**config.mk**
```make
export PLATFORM = sky130hd
export DESIGN_NAME = cdsl_div
export DESIGN_NICKNAME = d
export VERILOG_FILES = /design/src/rtl/cdsl_div.sv
export SDC_FILE = /design/constraint.sdc
export NUM_CORES = 1
export LEC_CHECK = 0
export ABC_AREA = 1
export BUFFER_PORTS_ARGS = -buffer_cell sky130_fd_sc_hd__buf_4
export CAP_MARGIN = 20
export CORE_ASPECT_RATIO = 1.5
export CORE_MARGIN = 10
export CORE_UTILIZATION = 59
export DETAILED_ROUTE_END_ITERATION = 10
export GPL_ROUTABILITY_DRIVEN = 0
export PLACE_DENSITY = 0.95
export SYNTH_ARGS = -nofsm -noshare
export SYNTH_HDL_FRONTEND = slang
export SYNTH_SLANG_ARGS = --single-unit
```
**constraint.sdc**
```tcl
create_clock -name clk_i -period 2.6 [get_ports clk_i]
set_input_delay 0.39 -clock clk_i [delete_from_list [all_inputs] [get_ports clk_i]]
set_output_delay 0.39 -clock clk_i [all_outputs]
set_load 0.005 [all_outputs]
```
**src/rtl/cdsl_div.sv**
```systemverilog
// Restoring serial divider, one quotient bit per cycle.
`timescale 1ns / 1ps
module cdsl_div (
  input  logic        clk_i,
  input  logic        rst_ni,
  input  logic        start_i,
  input  logic [31:0] dividend_i,
  input  logic [15:0] divisor_i,
  output logic        done_o,
  output logic [31:0] quo_o
);
  logic [15:0] rem_q, rem_d;
  logic [31:0] quo_q, quo_d;
  logic [15:0] dvs_q;
  logic [5:0]  cnt_q;
  logic        busy_q;
  logic        done_q;
  logic [16:0] shifted;

  // Shift in the next dividend bit and try to subtract.
  always_comb begin
    shifted = {rem_q, quo_q[31]};
    if (shifted >= {1'b0, dvs_q}) begin
      rem_d = 16'(shifted - {1'b0, dvs_q});
      quo_d = {quo_q[30:0], 1'b1};
    end else begin
      rem_d = shifted[15:0];
      quo_d = {quo_q[30:0], 1'b0};
    end
  end

  // Control: run 32 steps, then pulse done.
  always_ff @(posedge clk_i or negedge rst_ni) begin
    if (!rst_ni) begin
      busy_q <= 1'b0;
      done_q <= 1'b0;
      cnt_q  <= '0;
    end else begin
      done_q <= 1'b0;
      if (start_i) begin
        busy_q <= 1'b1;
        cnt_q  <= '0;
      end else if (busy_q) begin
        cnt_q <= cnt_q + 6'd1;
        if (cnt_q == 6'd31) begin
          busy_q <= 1'b0;
          done_q <= 1'b1;
        end
      end
    end
  end

  // Datapath registers.
  always_ff @(posedge clk_i) begin
    if (start_i) begin
      rem_q <= '0;
      quo_q <= dividend_i;
      dvs_q <= divisor_i;
    end else if (busy_q) begin
      rem_q <= rem_d;
      quo_q <= quo_d;
    end
  end

  assign done_o = done_q;
  assign quo_o  = quo_q;
endmodule

```
==> metrics.md <==
| Metric | Value |
|---|---|
| Cell Chain, Critical Path | `inv_1 -> ha_1 -> a21oi_1 -> a21oi_2 -> nor2_4 -> nand2_4 -> nand2_1 -> nand3_1 -> o21ai_0` |
| Flops & latches, synth | `72` |
| Logic pwr share | `0.440` |
| Startpoint class of the critical path | `flop` |
| Crit path capture type | `flop` |
| Grt ovf | `0` |
| Post-Layout Cell Count | `684` |
| Root buffer cell | `clkbuf_8` |
| Clock transition at path regs | `0.08 ns` |
| Hold Violations, Final | `0` |
| Data arrival time of the critical path | `2.50 ns` |
| Yosys warns | `0` |
| Switching part of the total power | `0.397` |
| DPL Wire Length | `8370 um` |
| Max-Cap Viols | `0` |
| Ys async rst share | `0.111` |
| Buffers & Inverters on Critical Path | `1` |
| Final setup margin | `0.359 ns` |
| P per Cell Area | `921 nW/um^2` |
| Average size of a mapped cell | `7.84 um^2` |
| Area of the multi-input gates | `between 1500 and 2000 um^2` |
| Minimum clock period | `2.24 ns` |
| Pre-CTS setup slack | `just over 0.4 ns` |
| Num Clock Sinks | `approximately 70` |
| Full die area | `10600 um^2` |
| Placeable Area | `about 6600 um^2` |
| Commonest cells in the synthesized netlist | `nand2_1 (215), inv_1 (74), edfxtp_1 (48)` |
| EDFF count, synth | `48` |
| Netlist cell types | `36` |
| Seq/Total Area, Yosys | `0.485` |
| Register-to-register setup slack | `~0.36 ns` |
| Pwr Total | `0.00458 W` |
| Synth Cell Area | `around 4000 um^2` |
| Largest net degree at the start of global routing | `42` |
| Post CTS Setup Buffer Count | `0` |
| Worst setup path class | `reg -> reg` |
| Share of cells above drive strength 1 | `0.189` |
| CP Data Required Time | `roughly 2.9 ns` |
| Most common cell in the netlist | `nand2_1` |
| Clock skew | `approximately 0.009 ns` |
| Largest cells by area after synthesis | `edfxtp_1 (36%), nand2_1 (20%), dfxtp_1 (7.9%), inv_1 (6.9%), ha_1 (5.3%)` |
| I/O Buffers | `83` |
| Antenna-violating nets left | `0` |
| P_leak | `2.62 nW` |
| Max Slew Vio Count | `0` |
| Slew HR | `0.453` |
| # diodes | `0` |
| Crit Path Max Fanout | `18` |
| RSZ-0062 raised after global routing | `false` |
| H-tree depth | `3` |
| Post-synth top flop | `edfxtp_1` |
| Die X | `87.6 um` |
| CTS Buffer Depth | `2` |
| Post-Synthesis Cells | `516` |
| P_int | `around 0.0028 W` |
| # placed instances | `667` |
| I/O pin cnt | `84` |
| Starting Density | `0.615` |
| Worst path slowest cell | `nor2_4` |
| Num CTS Buffers | `9` |
| Antenna violations before repair | `0` |
| Post-synth top area share | `0.356` |
| FMAX | `about 450 MHz` |
| Remaining DRCs | `0` |
| Vias in the first global route | `4065` |
| Area Overhead vs Synth | `22.9%` |
| WL per Instance | `around 16 um` |
| Die height | `121 um` |
| PostCTS Resize Cnt | `0` |
| CP top delay family | `simple AND/OR/NAND/NOR gates` |
| Sw power | `0.00182 W` |
| CTS tree | `done` |
| Worst vdd ir | `about 0.0006 V` |
| Initial DRC count | `roughly 340` |
| Setup_tns | `0 ns` |
| Slew @ Worst Pin | `0.819 ns` |
| Total Wirelength | `roughly 11000 um` |
| Min-delay worst type | `in -> reg` |
| Nets | `approximately 670` |
| Endpoints failing setup | `0` |
| Post-synth top area cell | `edfxtp_1` |
| First-pass iteration count of the detailed router | `6` |
| Gr usage total | `0.216` |
| Net Count, Synth | `585` |
| Avg Vias per Cell | `approximately 5.6` |
| Core Rows | `36` |
| Filler cells | `427` |
| DR vias | `around 3800` |
| First-pass GRT wire length | `18300 um` |
| CP peak stage delay | `between 0.4 and 0.5 ns` |
| Clock power frac | `0.217` |
| Worst skew pair latency | `0.34 ns` |
| Final period util | `0.862` |
| Outcome | `complete, no violations` |
| Reg area | `1960 um^2` |
| Flop pwr share | `0.342` |
-- cell families after synthesis --
logic type	share of synthesized area
adders and majority gates	0.0575
xor gates and xnor gates	0.0130
buffers and inverters	0.0862
AOI/OAI and AO/OA	0.0399
DFF	0.485
and+or+nand+nor	0.319
-- cell type report --
class / count / area share
clock inverters: 4 / 0.00905
inverters: 76 / 0.0573
flip-flops and latches: 72 / 0.394
well taps: 76 / 0.0191
multi-input cells: 356 / 0.349
clock buffers: 12 / 0.0377
repair buffers: 88 / 0.133
-- power by group through the flow --
stage | Combinational (W) | Sequential, W | Clock (W)
finish | 0.00202 | 0.00157 | 0.000995
global route | 0.00224 | 0.00159 | 0.00107
CTS | 0.00197 | 0.00156 | 0.00100
detailed placement | 0.00194 | 0.00158 | 0
global placement | 0.00182 | 0.00157 | 0
floorplan | 0.00145 | 0.00154 | 0
-- final timing paths --
path / start / to / cells after the start
setup / recovery: dvs_q[12] / rem_q[1] / 9
hold reg to reg: rem_q[13] / rem_q[13] / 2
max in group asynchronous: rst_ni / cnt_q[0] / 2
setup reg to reg: dvs_q[12] / rem_q[1] / 9
min in group asynchronous: rst_ni / done_o / 2
hold / removal: divisor_i[2] / dvs_q[2] / 1
-- through the flow --
step / hold slack [ns] / instance area (um^2) / utilization
after floorplan: 0.0944 / 4050 / -
after global placement: 0.211 / 4730 / 0.720
after detailed placement: 0.212 / 4730 / 0.720
after CTS: 0.206 / 4970 / 0.756
after global routing: 0.196 / 4970 / 0.756
final: 0.218 / 4970 / 0.756
-- cells in the final DEF (no fill, tap or decap), drive strengths merged --
cell type	synthesis	layout
nand2	218	218
buf	6	87
inv	75	76
edfxtp	48	48
nand3	41	41
nor2	23	23
ha	17	17
dfxtp	16	16
a21oi	12	12
clkbuf	6	12
o21ai	12	12
dfrtp	8	8
nor3	7	7
nand3b	7	7
xnor2	5	5
nand4	4	4
clkinv	1	3
nor4	2	2
o21bai	2	2
or2	1	1
a31oi	1	1
a22o	1	1
xor2	1	1
and2	1	1
fa	1	1
bufinv	0	1
dlygate4sd3	0	1
-- flip-flops by register name, indices dropped and copies added (netlist names) --
signal,count
dvs_q,16
rem_q,16
done_o,1
cnt_q,6
quo_o,32
busy_q,1
-- metal layers --
layer | vias to the layer above | global-route usage | wire length [um]
met5 | - | 0 | 0
met4 | 0 | 0.121 | 497
met3 | 54 | 0.0679 | 894
met2 | 209 | 0.377 | 5750
met1 | 1764 | 0.217 | 3950
li1 | 1815 | - | -
-- timing repair --
action                     4_1_cts  5_1_grt
hold endpoints to repair         8        0
hold buffers                     1        0
setup endpoints to repair        0        0
Note: power is estimated with default switching activity, not from simulation.
